--- src/rtl/core/paq_pkg.sv ---
// Shared types, widths and helpers for the per-row absmax int8 quantizer.
// No dependencies; every other file of the block uses this package.
package paq_pkg;

    localparam int SAMPLE_WIDTH = 16;
    localparam int MAX_COLS     = 64;
    localparam int COL_W        = (MAX_COLS > 1) ? $clog2(MAX_COLS) : 1;
    localparam int CNT_W        = $clog2(MAX_COLS + 1);
    localparam int MAG_W        = SAMPLE_WIDTH + 1;
    localparam int QUANT_W      = 8;
    localparam int QUO_W        = QUANT_W - 1;
    localparam int NUM_W        = MAG_W + 8;
    localparam int DEN_W        = MAG_W + 1;
    localparam int SCALE_W      = 25;
    localparam int Z_W          = MAG_W + 2;
    localparam int Q0_W         = Z_W - 6;
    // integer part of 2^16 / 127
    localparam int SCALE_INT    = 516;
    localparam int QUANT_MAX    = 127;

    typedef enum logic {
        ST_FILL,
        ST_DRAIN
    } t_state;

    // read request toward the row buffer and quantizer pipe
    typedef struct packed {
        logic             valid;
        logic [COL_W-1:0] col;
        logic             last;
    } t_rd_req;

    // tag that travels with an item through the divider stages
    typedef struct packed {
        logic             valid;
        logic             neg;
        logic [COL_W-1:0] col;
        logic             last;
    } t_tag;

    function automatic logic [MAG_W-1:0] magnitude(input logic [SAMPLE_WIDTH-1:0] raw);
        logic [MAG_W-1:0] ext;
        ext = {raw[SAMPLE_WIDTH-1], raw};
        if (raw[SAMPLE_WIDTH-1]) begin
            return MAG_W'(0) - ext;
        end
        return ext;
    endfunction

endpackage

--- src/rtl/core/paq_row_ram.sv ---
// Row buffer: one-write, one-read synchronous memory with registered read data.
// Depends on paq_pkg for depth and sample width.
module paq_row_ram (
    input  logic                             i_clk,
    input  logic                             i_we,
    input  logic [paq_pkg::COL_W-1:0]        i_waddr,
    input  logic [paq_pkg::SAMPLE_WIDTH-1:0] i_wdata,
    input  logic                             i_re,
    input  logic [paq_pkg::COL_W-1:0]        i_raddr,
    output logic [paq_pkg::SAMPLE_WIDTH-1:0] o_rdata
);
    import paq_pkg::*;

    logic [SAMPLE_WIDTH-1:0] mem [MAX_COLS];
    logic [SAMPLE_WIDTH-1:0] r_rdata;

    always_ff @(posedge i_clk) begin
        if (i_we) begin
            mem[i_waddr] <= i_wdata;
        end
    end

    always_ff @(posedge i_clk) begin
        if (i_re) begin
            r_rdata <= mem[i_raddr];
        end
    end

    assign o_rdata = r_rdata;

endmodule

--- src/rtl/core/paq_scale.sv ---
// Row scale: round(absmax * 2^16 / 127) in two registered steps.
// Uses 516*a + floor((4a + 63) / 127), the quotient by reciprocal plus one fix-up.
// Depends on paq_pkg.
module paq_scale (
    input  logic                        i_clk,
    input  logic [paq_pkg::MAG_W-1:0]   i_amax,
    output logic [paq_pkg::SCALE_W-1:0] o_scale
);
    import paq_pkg::*;

    logic [Z_W-1:0]      n_z;
    logic [Z_W+9:0]      n_prod;
    logic [Z_W-1:0]      r_z;
    logic [Q0_W-1:0]     r_q0;
    logic [MAG_W+9:0]    r_base;
    logic [Z_W:0]        rem;
    logic [Q0_W-1:0]     quo;
    logic [SCALE_W-1:0]  r_scale;

    always_comb begin
        n_z    = {i_amax, 2'b00} + Z_W'(63);
        n_prod = (Z_W+10)'(n_z) * (Z_W+10)'(SCALE_INT);
    end

    always_ff @(posedge i_clk) begin
        r_z    <= n_z;
        r_q0   <= n_prod[16 +: Q0_W];
        r_base <= (MAG_W+10)'(i_amax) * (MAG_W+10)'(SCALE_INT);
    end

    // reciprocal estimate is at most one low; correct it
    always_comb begin
        rem = (Z_W+1)'(r_z) - (((Z_W+1)'(r_q0) << 7) - (Z_W+1)'(r_q0));
        quo = (rem >= (Z_W+1)'(QUANT_MAX)) ? r_q0 + Q0_W'(1) : r_q0;
    end

    always_ff @(posedge i_clk) begin
        r_scale <= SCALE_W'(r_base + (MAG_W+10)'(quo));
    end

    assign o_scale = r_scale;

endmodule

--- src/rtl/core/paq_quant_pipe.sv ---
// Quantizer pipe: buffer read stage, numerator stage and a restoring divider of
// one quotient bit per stage. Depends on paq_pkg; the whole pipe moves on i_advance.
module paq_quant_pipe (
    input  logic                                i_clk,
    input  logic                                i_rst_n,
    input  logic                                i_advance,
    input  paq_pkg::t_rd_req                    i_req,
    input  logic [paq_pkg::SAMPLE_WIDTH-1:0]    i_rdata,
    input  logic [paq_pkg::MAG_W-1:0]           i_amax,
    output logic                                o_valid,
    output logic signed [paq_pkg::QUANT_W-1:0]  o_quant,
    output logic [paq_pkg::COL_W-1:0]           o_col,
    output logic                                o_last
);
    import paq_pkg::*;

    t_rd_req           r_rd_tag;
    t_tag              r_num_tag;
    logic [NUM_W-1:0]  r_num;
    t_tag              r_tag [QUO_W];
    logic [NUM_W-1:0]  r_rem [QUO_W];
    logic [QUO_W-1:0]  r_quo [QUO_W];

    logic [MAG_W-1:0]  rd_mag;
    logic [NUM_W-1:0]  n_num;
    logic [NUM_W-1:0]  den;
    logic [NUM_W-1:0]  n_rem [QUO_W];
    logic [QUO_W-1:0]  n_quo [QUO_W];
    logic [QUO_W-1:0]  q_out;

    // numerator 254*mag + amax over denominator 2*amax gives round-half-away
    always_comb begin
        rd_mag = magnitude(i_rdata);
        n_num  = (NUM_W'(rd_mag) << 8) - (NUM_W'(rd_mag) << 1) + NUM_W'(i_amax);
        den    = NUM_W'({i_amax, 1'b0});
    end

    always_comb begin
        for (int k = 0; k < QUO_W; k++) begin
            logic [NUM_W-1:0] src_rem;
            logic [QUO_W-1:0] src_quo;
            logic [NUM_W-1:0] sub;
            src_rem = (k == 0) ? r_num : r_rem[(k == 0) ? 0 : k - 1];
            src_quo = (k == 0) ? '0 : r_quo[(k == 0) ? 0 : k - 1];
            sub     = den << (QUO_W - 1 - k);
            if (src_rem >= sub) begin
                n_rem[k] = src_rem - sub;
                n_quo[k] = src_quo | (QUO_W'(1) << (QUO_W - 1 - k));
            end else begin
                n_rem[k] = src_rem;
                n_quo[k] = src_quo;
            end
        end
    end

    always_ff @(posedge i_clk) begin
        if (!i_rst_n) begin
            r_rd_tag  <= '0;
            r_num_tag <= '0;
            for (int k = 0; k < QUO_W; k++) begin
                r_tag[k] <= '0;
            end
        end else if (i_advance) begin
            r_rd_tag        <= i_req;
            r_num_tag.valid <= r_rd_tag.valid;
            r_num_tag.neg   <= i_rdata[SAMPLE_WIDTH-1];
            r_num_tag.col   <= r_rd_tag.col;
            r_num_tag.last  <= r_rd_tag.last;
            r_tag[0]        <= r_num_tag;
            for (int k = 1; k < QUO_W; k++) begin
                r_tag[k] <= r_tag[k-1];
            end
        end
    end

    always_ff @(posedge i_clk) begin
        if (i_advance) begin
            r_num <= n_num;
            for (int k = 0; k < QUO_W; k++) begin
                r_rem[k] <= n_rem[k];
                r_quo[k] <= n_quo[k];
            end
        end
    end

    // quotient never exceeds 127 since every magnitude is at most absmax
    assign q_out   = r_quo[QUO_W-1];
    assign o_valid = r_tag[QUO_W-1].valid;
    assign o_col   = r_tag[QUO_W-1].col;
    assign o_last  = r_tag[QUO_W-1].last;
    assign o_quant = r_tag[QUO_W-1].neg ? QUANT_W'(0) - {1'b0, q_out} : {1'b0, q_out};

endmodule

--- src/rtl/core/per_row_absmax_int8_quantizer.sv ---
// Top level of the per-row absmax int8 quantizer: row control, absmax tracking.
// Depends on paq_pkg, paq_row_ram, paq_scale and paq_quant_pipe.
//
//   channel  | valid   | stall   | payload
//   ---------+---------+---------+--------------------------------------------------
//   input    | i_valid | o_stall | i_sample, i_last_in_row
//   output   | o_valid | i_stall | o_quant_value, o_row_scale, o_column, o_last_of_row
//
// A row of N samples is taken one item per cycle into the row buffer.
// When the row closes the block stalls its input and drains: each sample passes the
// buffer read, the numerator stage, the 7-stage divider and the output register,
// and results leave one per cycle while the output is not stalled. Output stall
// freezes the drain; the input opens again once the last result of the row is taken.
// Reset is synchronous and clears control only; the row buffer is not cleared.
module per_row_absmax_int8_quantizer (
    input  logic                                    i_clk,
    input  logic                                    i_rst_n,
    input  logic                                    i_valid,
    input  logic signed [paq_pkg::SAMPLE_WIDTH-1:0] i_sample,
    input  logic                                    i_last_in_row,
    output logic                                    o_stall,
    output logic                                    o_valid,
    output logic signed [paq_pkg::QUANT_W-1:0]      o_quant_value,
    output logic [paq_pkg::SCALE_W-1:0]             o_row_scale,
    output logic [paq_pkg::COL_W-1:0]               o_column,
    output logic                                    o_last_of_row,
    input  logic                                    i_stall
);
    import paq_pkg::*;

    t_state                    r_state;
    t_state                    n_state;
    logic [CNT_W-1:0]          r_fill;
    logic [CNT_W-1:0]          r_row_len;
    logic [CNT_W-1:0]          r_rd_cnt;
    logic [MAG_W-1:0]          r_absmax;
    logic [MAG_W-1:0]          r_amax;
    logic                      r_out_valid;
    logic signed [QUANT_W-1:0] r_out_quant;
    logic [SCALE_W-1:0]        r_out_scale;
    logic [COL_W-1:0]          r_out_col;
    logic                      r_out_last;

    logic                      fill_en;
    logic                      drain_en;
    logic                      in_acc;
    logic                      row_close;
    logic                      advance;
    logic                      out_done;
    logic [MAG_W-1:0]          sample_mag;
    logic [MAG_W-1:0]          run_max;
    logic [CNT_W-1:0]          fill_next;
    t_rd_req                   rd_req;
    logic [SAMPLE_WIDTH-1:0]   rd_data;
    logic [SCALE_W-1:0]        scale;
    logic                      pipe_valid;
    logic signed [QUANT_W-1:0] pipe_quant;
    logic [COL_W-1:0]          pipe_col;
    logic                      pipe_last;

    always_comb begin
        sample_mag = magnitude(i_sample);
        run_max    = (sample_mag > r_absmax) ? sample_mag : r_absmax;
        fill_next  = r_fill + CNT_W'(1);
        in_acc     = i_valid && fill_en;
        row_close  = in_acc && (i_last_in_row || fill_next == CNT_W'(MAX_COLS));
        advance    = !r_out_valid || !i_stall;
        out_done   = r_out_valid && !i_stall && r_out_last;
    end

    always_comb begin
        n_state = r_state;
        case (r_state)
            ST_FILL: begin
                if (row_close) begin
                    n_state = ST_DRAIN;
                end
            end
            ST_DRAIN: begin
                if (out_done) begin
                    n_state = ST_FILL;
                end
            end
            default: n_state = ST_FILL;
        endcase
    end

    always_comb begin
        fill_en  = 1'b0;
        drain_en = 1'b0;
        case (r_state)
            ST_FILL:  fill_en  = 1'b1;
            ST_DRAIN: drain_en = 1'b1;
            default: begin
                fill_en  = 1'b0;
                drain_en = 1'b0;
            end
        endcase
    end

    always_comb begin
        rd_req.valid = drain_en && (r_rd_cnt < r_row_len);
        rd_req.col   = r_rd_cnt[COL_W-1:0];
        rd_req.last  = (r_rd_cnt == r_row_len - CNT_W'(1));
    end

    always_ff @(posedge i_clk) begin
        if (!i_rst_n) begin
            r_state     <= ST_FILL;
            r_fill      <= '0;
            r_row_len   <= '0;
            r_rd_cnt    <= '0;
            r_absmax    <= '0;
            r_out_valid <= 1'b0;
        end else begin
            r_state <= n_state;
            if (in_acc) begin
                if (row_close) begin
                    r_fill    <= '0;
                    r_absmax  <= '0;
                    r_row_len <= fill_next;
                    r_rd_cnt  <= '0;
                end else begin
                    r_fill   <= fill_next;
                    r_absmax <= run_max;
                end
            end
            if (rd_req.valid && advance) begin
                r_rd_cnt <= r_rd_cnt + CNT_W'(1);
            end
            if (advance) begin
                r_out_valid <= pipe_valid;
            end
        end
    end

    // floor absmax at 1 so an all-zero row still divides cleanly
    always_ff @(posedge i_clk) begin
        if (row_close) begin
            r_amax <= (run_max == '0) ? MAG_W'(1) : run_max;
        end
        if (advance) begin
            r_out_quant <= pipe_quant;
            r_out_scale <= scale;
            r_out_col   <= pipe_col;
            r_out_last  <= pipe_last;
        end
    end

    paq_row_ram u_ram (
        .i_clk   (i_clk),
        .i_we    (in_acc),
        .i_waddr (r_fill[COL_W-1:0]),
        .i_wdata (i_sample),
        .i_re    (advance),
        .i_raddr (rd_req.col),
        .o_rdata (rd_data)
    );

    paq_scale u_scale (
        .i_clk   (i_clk),
        .i_amax  (r_amax),
        .o_scale (scale)
    );

    paq_quant_pipe u_pipe (
        .i_clk     (i_clk),
        .i_rst_n   (i_rst_n),
        .i_advance (advance),
        .i_req     (rd_req),
        .i_rdata   (rd_data),
        .i_amax    (r_amax),
        .o_valid   (pipe_valid),
        .o_quant   (pipe_quant),
        .o_col     (pipe_col),
        .o_last    (pipe_last)
    );

    assign o_stall       = !fill_en;
    assign o_valid       = r_out_valid;
    assign o_quant_value = r_out_quant;
    assign o_row_scale   = r_out_scale;
    assign o_column      = r_out_col;
    assign o_last_of_row = r_out_last;

    a_out_only_in_drain: assert property (@(posedge i_clk) disable iff (!i_rst_n)
        r_out_valid |-> r_state == ST_DRAIN)
        else $error("result item outside of row drain");

    a_issue_bound: assert property (@(posedge i_clk) disable iff (!i_rst_n)
        r_rd_cnt <= r_row_len)
        else $error("buffer read issued beyond row length");

    a_row_end_empty: assert property (@(posedge i_clk) disable iff (!i_rst_n)
        out_done |=> !r_out_valid)
        else $error("result item left over after last of row");

    a_fill_idle_in_drain: assert property (@(posedge i_clk) disable iff (!i_rst_n)
        r_state == ST_DRAIN |-> r_fill == '0 && r_absmax == '0)
        else $error("row fill state not cleared during drain");

endmodule

--- config.mk ---
export PLATFORM = sky130hd
export DESIGN_NAME = per_row_absmax_int8_quantizer
export DESIGN_NICKNAME = d
export VERILOG_FILES = /design/src/rtl/core/paq_pkg.sv /design/src/rtl/core/paq_row_ram.sv /design/src/rtl/core/paq_scale.sv /design/src/rtl/core/paq_quant_pipe.sv /design/src/rtl/core/per_row_absmax_int8_quantizer.sv
export SDC_FILE = /design/constraint.sdc
export NUM_CORES = 2
export LEC_CHECK = 0
export ABC_AREA = 0
export CAP_MARGIN = 30
export CELL_PAD_IN_SITES_DETAIL_PLACEMENT = 1
export CELL_PAD_IN_SITES_GLOBAL_PLACEMENT = 2
export CORE_ASPECT_RATIO = 1.4
export CORE_MARGIN = 2
export CORE_UTILIZATION = 44
export CTS_CLUSTER_DIAMETER = 40
export DETAILED_ROUTE_END_ITERATION = 6
export DONT_BUFFER_PORTS = 1
export PLACE_DENSITY_LB_ADDON = 0.1
export SLEW_MARGIN = 15
export SYNTH_ARGS = -nofsm -noshare
export SYNTH_HDL_FRONTEND = slang
export SYNTH_SLANG_ARGS = --single-unit
--- constraint.sdc ---
create_clock -name i_clk -period 9.7 [get_ports i_clk]
set_clock_uncertainty 0.1 [all_clocks]
set_input_delay 0.97 -clock i_clk [delete_from_list [all_inputs] [get_ports i_clk]]
set_output_delay 0.97 -clock i_clk [all_outputs]
set_load 0.01 [all_outputs]
* After elaboration in Yosys (flattened, before gate mapping)
Memories as Yosys holds them, arrays and structs flattened. A register that Yosys moved wholly into a read port is not among the register bits.
Index checks and enable logic that the tools add are counted.
Widths: inputs -> output; s select.
** Operators by class
- $add $sub $neg :: 20
- Multipliers :: 2
- Order comparisons :: 10
- Equal/unequal tests :: 2
- Multiplexer cells :: 47
- Bitwise operators :: 8
- Reductions and logical operators :: 15
** Operators by type and width (number)
- $mux 25 :: 7
- $mux 17 :: 6
- $mux 9 :: 7
- $sub 25x18->25 :: 2
- $mux 7 :: 6
- $sub 1x16->17 const A :: 2
- $mul 19x8->27 const B :: 1
- $add 25x13->25 :: 1
- $add 25x17->25 :: 1
- $ge 25x18->1 :: 1
- $ge 25x19->1 :: 1
- $ge 25x20->1 :: 1
- $ge 25x21->1 :: 1
- $ge 25x22->1 :: 1
- $ge 25x23->1 :: 1
- $ge 25x24->1 :: 1
- $sub 25x19->25 :: 1
- $sub 25x20->25 :: 1
- $sub 25x21->25 :: 1
- $sub 25x22->25 :: 1
- $sub 25x23->25 :: 1
- $sub 25x24->25 :: 1
- $mul 17x8->23 const B :: 1
- $ge 20x7->1 const B :: 1
- other kinds (27) :: 56
** Storage, ports and cells
- Register bits :: 219
- RAM bits :: 1311
- Input bits :: 21
- Output and inout bits :: 42
- Memories :: 4
** Memory list
- u_ram.mem :: depth 64, bits a word 16, read ports 1, clocked after Yosys merged registers in 1, wr ports 1, RTL line paq_row_ram.sv:14 : logic [SAMPLE_WIDTH-1:0] mem [MAX_COLS];
- u_pipe.r_rem :: depth 7, bits a word 25, read ports 6, clocked after Yosys merged registers in 0, wr ports 7, RTL line paq_quant_pipe.sv:21 : logic [NUM_W-1:0] r_rem [QUO_W];
- u_pipe.r_tag :: depth 7, bits a word 9, read ports 7, clocked after Yosys merged registers in 0, wr ports 7, RTL line paq_quant_pipe.sv:20 : t_tag r_tag [QUO_W];
- u_pipe.r_quo :: depth 7, bits a word 7, read ports 7, clocked after Yosys merged registers in 0, wr ports 7, RTL line paq_quant_pipe.sv:22 : logic [QUO_W-1:0] r_quo [QUO_W];

* Depth between registers and ports, before layout
- Depth after elaboration :: 7
- Depth in mapped cells :: 27

* Modules after synthesis
A second synthesis with hierarchy kept.
** Unflattened totals
- Cell total of the unflattened synthesis :: 4544
- Area total of the unflattened synthesis :: 68702.1 µm²
** Modules (own cells, without submodules)
- paq_row_ram :: times used 1, cells an instance 1829, area an instance 40202.3 µm², sequential area each 31230.0 µm²
- paq_quant_pipe :: times used 1, cells an instance 1679, area an instance 18006.0 µm², sequential area each 8328.0 µm²
- paq_scale :: times used 1, cells an instance 569, area an instance 5559.1 µm², sequential area each 1561.5 µm²
- per_row_absmax_int8_quantizer :: times used 1, cells an instance 467, area an instance 4934.7 µm², sequential area each 2512.4 µm²

* Least setup slack after synthesis
OpenSTA, ideal clock, no wires.
- Kind :: input port to flip-flop
- Start :: input port i_stall
- End :: register r_out_col[0] (netlist: o_column[0]), read port of u_pipe.r_tag (enable)
- Setup time :: 0.724 ns
- Data arrival time :: 8.440 ns
- Required time :: 8.876 ns
- Path slack :: 0.436 ns
- Stages on the path :: 3
- Path buffers :: 1
- Cell sequence :: and2_1 > inv_1 > clkbuf_1
** On the way
- Word-level cells in the longest chain between the ends :: 2
** Ends and longest elaborated chain
- start: declaration :: RTL line per_row_absmax_int8_quantizer.sv:27 : input logic i_stall
- $logic_not 1->1 :: RTL line per_row_absmax_int8_quantizer.sv:67 : advance = !r_out_valid || !i_stall;
- $logic_or 1x1->1 :: RTL line per_row_absmax_int8_quantizer.sv:67
- end: declaration :: RTL line per_row_absmax_int8_quantizer.sv:41 : logic [COL_W-1:0] r_out_col;
Every way passes these cells.
A chain may end at the register's enable or synchronous reset.

* Worst setup path after layout
- Start :: register u_scale.r_q0[5]
- End :: register u_scale.r_scale[22] (netlist: u_scale.o_scale[22])
** On the way
- Word-level cells in the longest chain between the ends :: 5
** Ends and longest elaborated chain
- start: declaration :: RTL line paq_scale.sv:14 : logic [Q0_W-1:0] r_q0;
- start signal: assignment :: RTL line paq_scale.sv:27 : r_q0 <= n_prod[16 +: Q0_W];
- $sub 20x13->20 :: RTL line paq_scale.sv:33 : rem = (Z_W+1)'(r_z) - (((Z_W+1)'(r_q0) << 7) - (Z_W+1)'(r_q0));
- $sub 19x20->20 :: RTL line paq_scale.sv:33
- $ge 20x7->1 :: RTL line paq_scale.sv:34 : quo = (rem >= (Z_W+1)'(QUANT_MAX)) ? r_q0 + Q0_W'(1) : r_q0;
- $mux 13 (*) :: RTL line paq_scale.sv:34
- $add 25x13->25 (*) :: RTL line paq_scale.sv:38 : r_scale <= SCALE_W'(r_base + (MAG_W+10)'(quo));
- end signal: assignment :: RTL line paq_scale.sv:38
- end: declaration :: RTL line paq_scale.sv:18 : logic [SCALE_W-1:0] r_scale;
Every way passes the cells marked *; elsewhere a longest branch is shown, timed or not.

==> run metrics <==
Post-Synth Adder-Cell Area 6.318%; CTS hold repair buffers 0; XOR/XNOR Fraction of Synth Area between 2 and 3%; Initial Util between 40% and 50%; Area Overhead vs Synth 12.80%; Worst Tran Pin Value approximately 1100 ps; main combinational cell family by area after synthesis multiplexers; Synth Warn # 0; final hold vios 0; Num CTS Buffers approximately 180; number of port buffers 0; root buf cell clkbuf_16; Routed WL per cell between 20 and 30 um; setup_tns 0 ps; CTS tree done; WL final approximately 170,000 um; final setup vio count 0; Design Power 19,270 uW; grt total ovfl 0; min setup slack post-route 2947 ps; pre-CTS setup slack a little under 3000 ps; Worst Path Required just over 10,000 ps; Setup CP Type reg -> reg; Synth Area per Inst 15.82 um2; WP buf/inv 2; DIE AREA ~0.16 mm2; initial antenna violation count 2; core area approximately 0.15 mm2; CP top delay family compound AO/OA/AOI/OAI gates; Yosys reg bits 1,498; via count around 37,000; DR DRC count 0; slowest CP cell or4b_2; drt first pass iters 5; simple-gate share of the synthesized area 6.669%; Logic pwr share 23.2%; Chip Height 467.3 um; sw frac around 30%; initial DRC count between 2,000 and 2,500; Min-Delay Path Class in -> reg; Seq/Total Area, Yosys roughly two thirds; max-slew violation count 0; clock buffer depth 3; share of cells above drive strength 1 17.63%; # Post-CTS Setup Buffers 0; P_sw approximately 5600 uW; number of cell rows 170; Primary FF master, synth edfxtp_1; crit share post-route between 60% and 70%; worst vdd ir 0.1531 mV; post-route cell area ~0.076 mm2; latest clock arrival within the worst-skew pair 820 ps; maxcap violations 0; Slew HR roughly 28%; cells resized by post-CTS repair 0; power density over the cells around 250 mW/mm2; top fanout value on the critical path 13; RSZ-0062 raised after global routing false; Async SR Flop Fraction 0%; Cell variety after synth 80; CTS sink cnt around 1,500; Startpoint Class register; Pint approximately 14,000 uW; I/O pin total between 60 and 70; DP HPWL 113,000 um; Routed Antenna Nets 0; Reg clk slew, reported paths 60 ps; CP Cell Sequence inv_1 > fa_1 > ha_1 > ha_1 > a21oi_1 > o21ai_0 > o21ai_0 > nor4b_1 > nand4_1 > nor4_2 > buf_4 > a21boi_0 > xnor2_1 > ha_1 > fa_1 > a21o_1 > a21oi_1 > o21bai_1 > a21oi_1 > nor2b_1 > o21a_1 > o31a_1 > or4b_2 > nand3_1; GR Util All Layers between 20% and 30%; Synth Area in Compound Gates ~5.8%; dominant cells by area after synthesis edfxtp_1 (61%), mux4_2 (11%), ha_1 (5.5%); H-tree level count 4; Syn Nets between 4,000 and 5,000; vias in the first global route slightly above 40,000; Die Wd roughly 330 um; top cell type's share of synthesized area between 60 and 70%; final net count approximately 4,700; clock power share roughly a third; CP arrival between 7000 and 8000 ps; Post-synth EDFFs between 1,000 and 1,500; post-synth top area cell edfxtp_1; global-route wire length before repair about 260,000 um; fmax 0.1481 GHz; status finished, final reports clean; Post-Synthesis Cells ~4,300; via-per-instance ratio approximately 5.7; largest net degree at the start of global routing approximately 130; Max stage delay on crit path 650 ps; Synth Cell Area between 0.06 and 0.07 mm2; placed inst area approximately 0.07 mm2; post-synthesis mux area share about an eighth; Leak Pwr 0.02629 uW; Sequential Power Share between 40% and 50%; Period minus WS final a little under 7000 ps; Setup crit end kind register; final RePlAce weighted congestion about 0.8
-- layer usage --
layer	vias to the layer above	wire (um)	share of wire (%)	global-route usage, %
met2	562	97030	57	43.29
met4	2	6414	3.7	8.792
met3	281	4964	2.9	2.807
met1	19220	62760	37	24.28
li1	16988	-	-	-
met5	-	13	0.0076	0
-- cells by family after synthesis --
family | count (synthesis)
multiplexers | 381
other | 2
AND/OR/NAND/NOR | 909
XOR/XNOR | 216
AO/OA/AOI/OAI | 610
adder cells (fa/ha/maj) | 325
flip-flops | 1498
buffers and inverters | 323
-- through the flow --
step	hold slack [ps]	utilization, %	cells
floorplan	285.5	-	4264
global placement	286.7	45.97	6191
detailed placement	290.4	46.00	6196
CTS	85.52	49.78	6513
global route	112.5	49.82	6516
finish	143.3	49.82	6516
-- flip-flops by register name, summed over array words and instances (netlist names), 7 cells and up --
register          cells
o_quant_value         8
o_row_scale          25
r_absmax             17
r_amax               17
r_fill                7
r_rd_cnt              7
r_row_len             7
u_pipe.r_num         25
u_pipe.r_num_tag      9
u_pipe.r_quo         28
u_pipe.r_rd_tag       8
u_pipe.r_rem        150
u_pipe.r_tag         63
u_ram.mem          1024
u_ram.o_rdata        16
u_scale.o_scale      25
u_scale.r_base       23
u_scale.r_q0         13
u_scale.r_z          17
-- power by group through the flow --
stage	clock network [uW]	logic, uW	registers, uW
2_1_floorplan	0	3430	8240
3_3_place_gp	0	4480	8380
3_5_place_dp	0	4530	8400
4_1_cts	6710	4570	8260
5_1_grt	6920	5060	8320
6_report	6540	4470	8250
-- cell type report --
type                       instances  area [um2]
fill                           14427       76640
sequential                      1498       43650
multi-input combinational       2443       22630
clock buffer                     201        4549
tap                             1978        2475
clock inverter                   116        1225
timing repair buffer             112       913.4
inverter                         167       634.4
antenna                            1       2.502
-- final timing paths --
kind / from / to / slack, ps / depth (start not counted)
setup / recovery: u_scale.r_q0[5]$_DFF_P_ / u_scale.o_scale[22]$_DFF_P_ / 2950 / 24
hold / removal: i_sample[14] / u_ram.mem[61][14]$_DFFE_PP_ / 140 / 0
setup reg to reg: u_scale.r_q0[5]$_DFF_P_ / u_scale.o_scale[22]$_DFF_P_ / 2950 / 24
hold reg to reg: u_scale.o_scale[1]$_DFF_P_ / o_row_scale[1]$_DFFE_PN_ / 300 / 0
-- cells in the final DEF (no fill, tap or decap), drive strengths merged, types with 112 or more instances in the layout --
master  count
a21oi     213
mux4      336
dfxtp     135
ha        299
nor2      300
edfxtp   1363
buf       112
nand2     170
o21ai     116
inv       193
xnor2     154
clkbuf    201
-- synth_stat cells (all sizes together), types with 24 or more instances --
cell type,number
fa,26
and3,76
buf,33
edfxtp,1363
o21ai,116
inv,166
nor2,300
dfxtp,135
clkbuf,123
nand2,170
nand4,34
a21o,47
a21oi,213
nor2b,31
mux4,336
nor4,24
xor2,62
mux2,40
or3,26
nand2b,37
nand3,65
nor3,49
o21a,35
xnor2,154
ha,299
(Power assumes the default switching activity.)
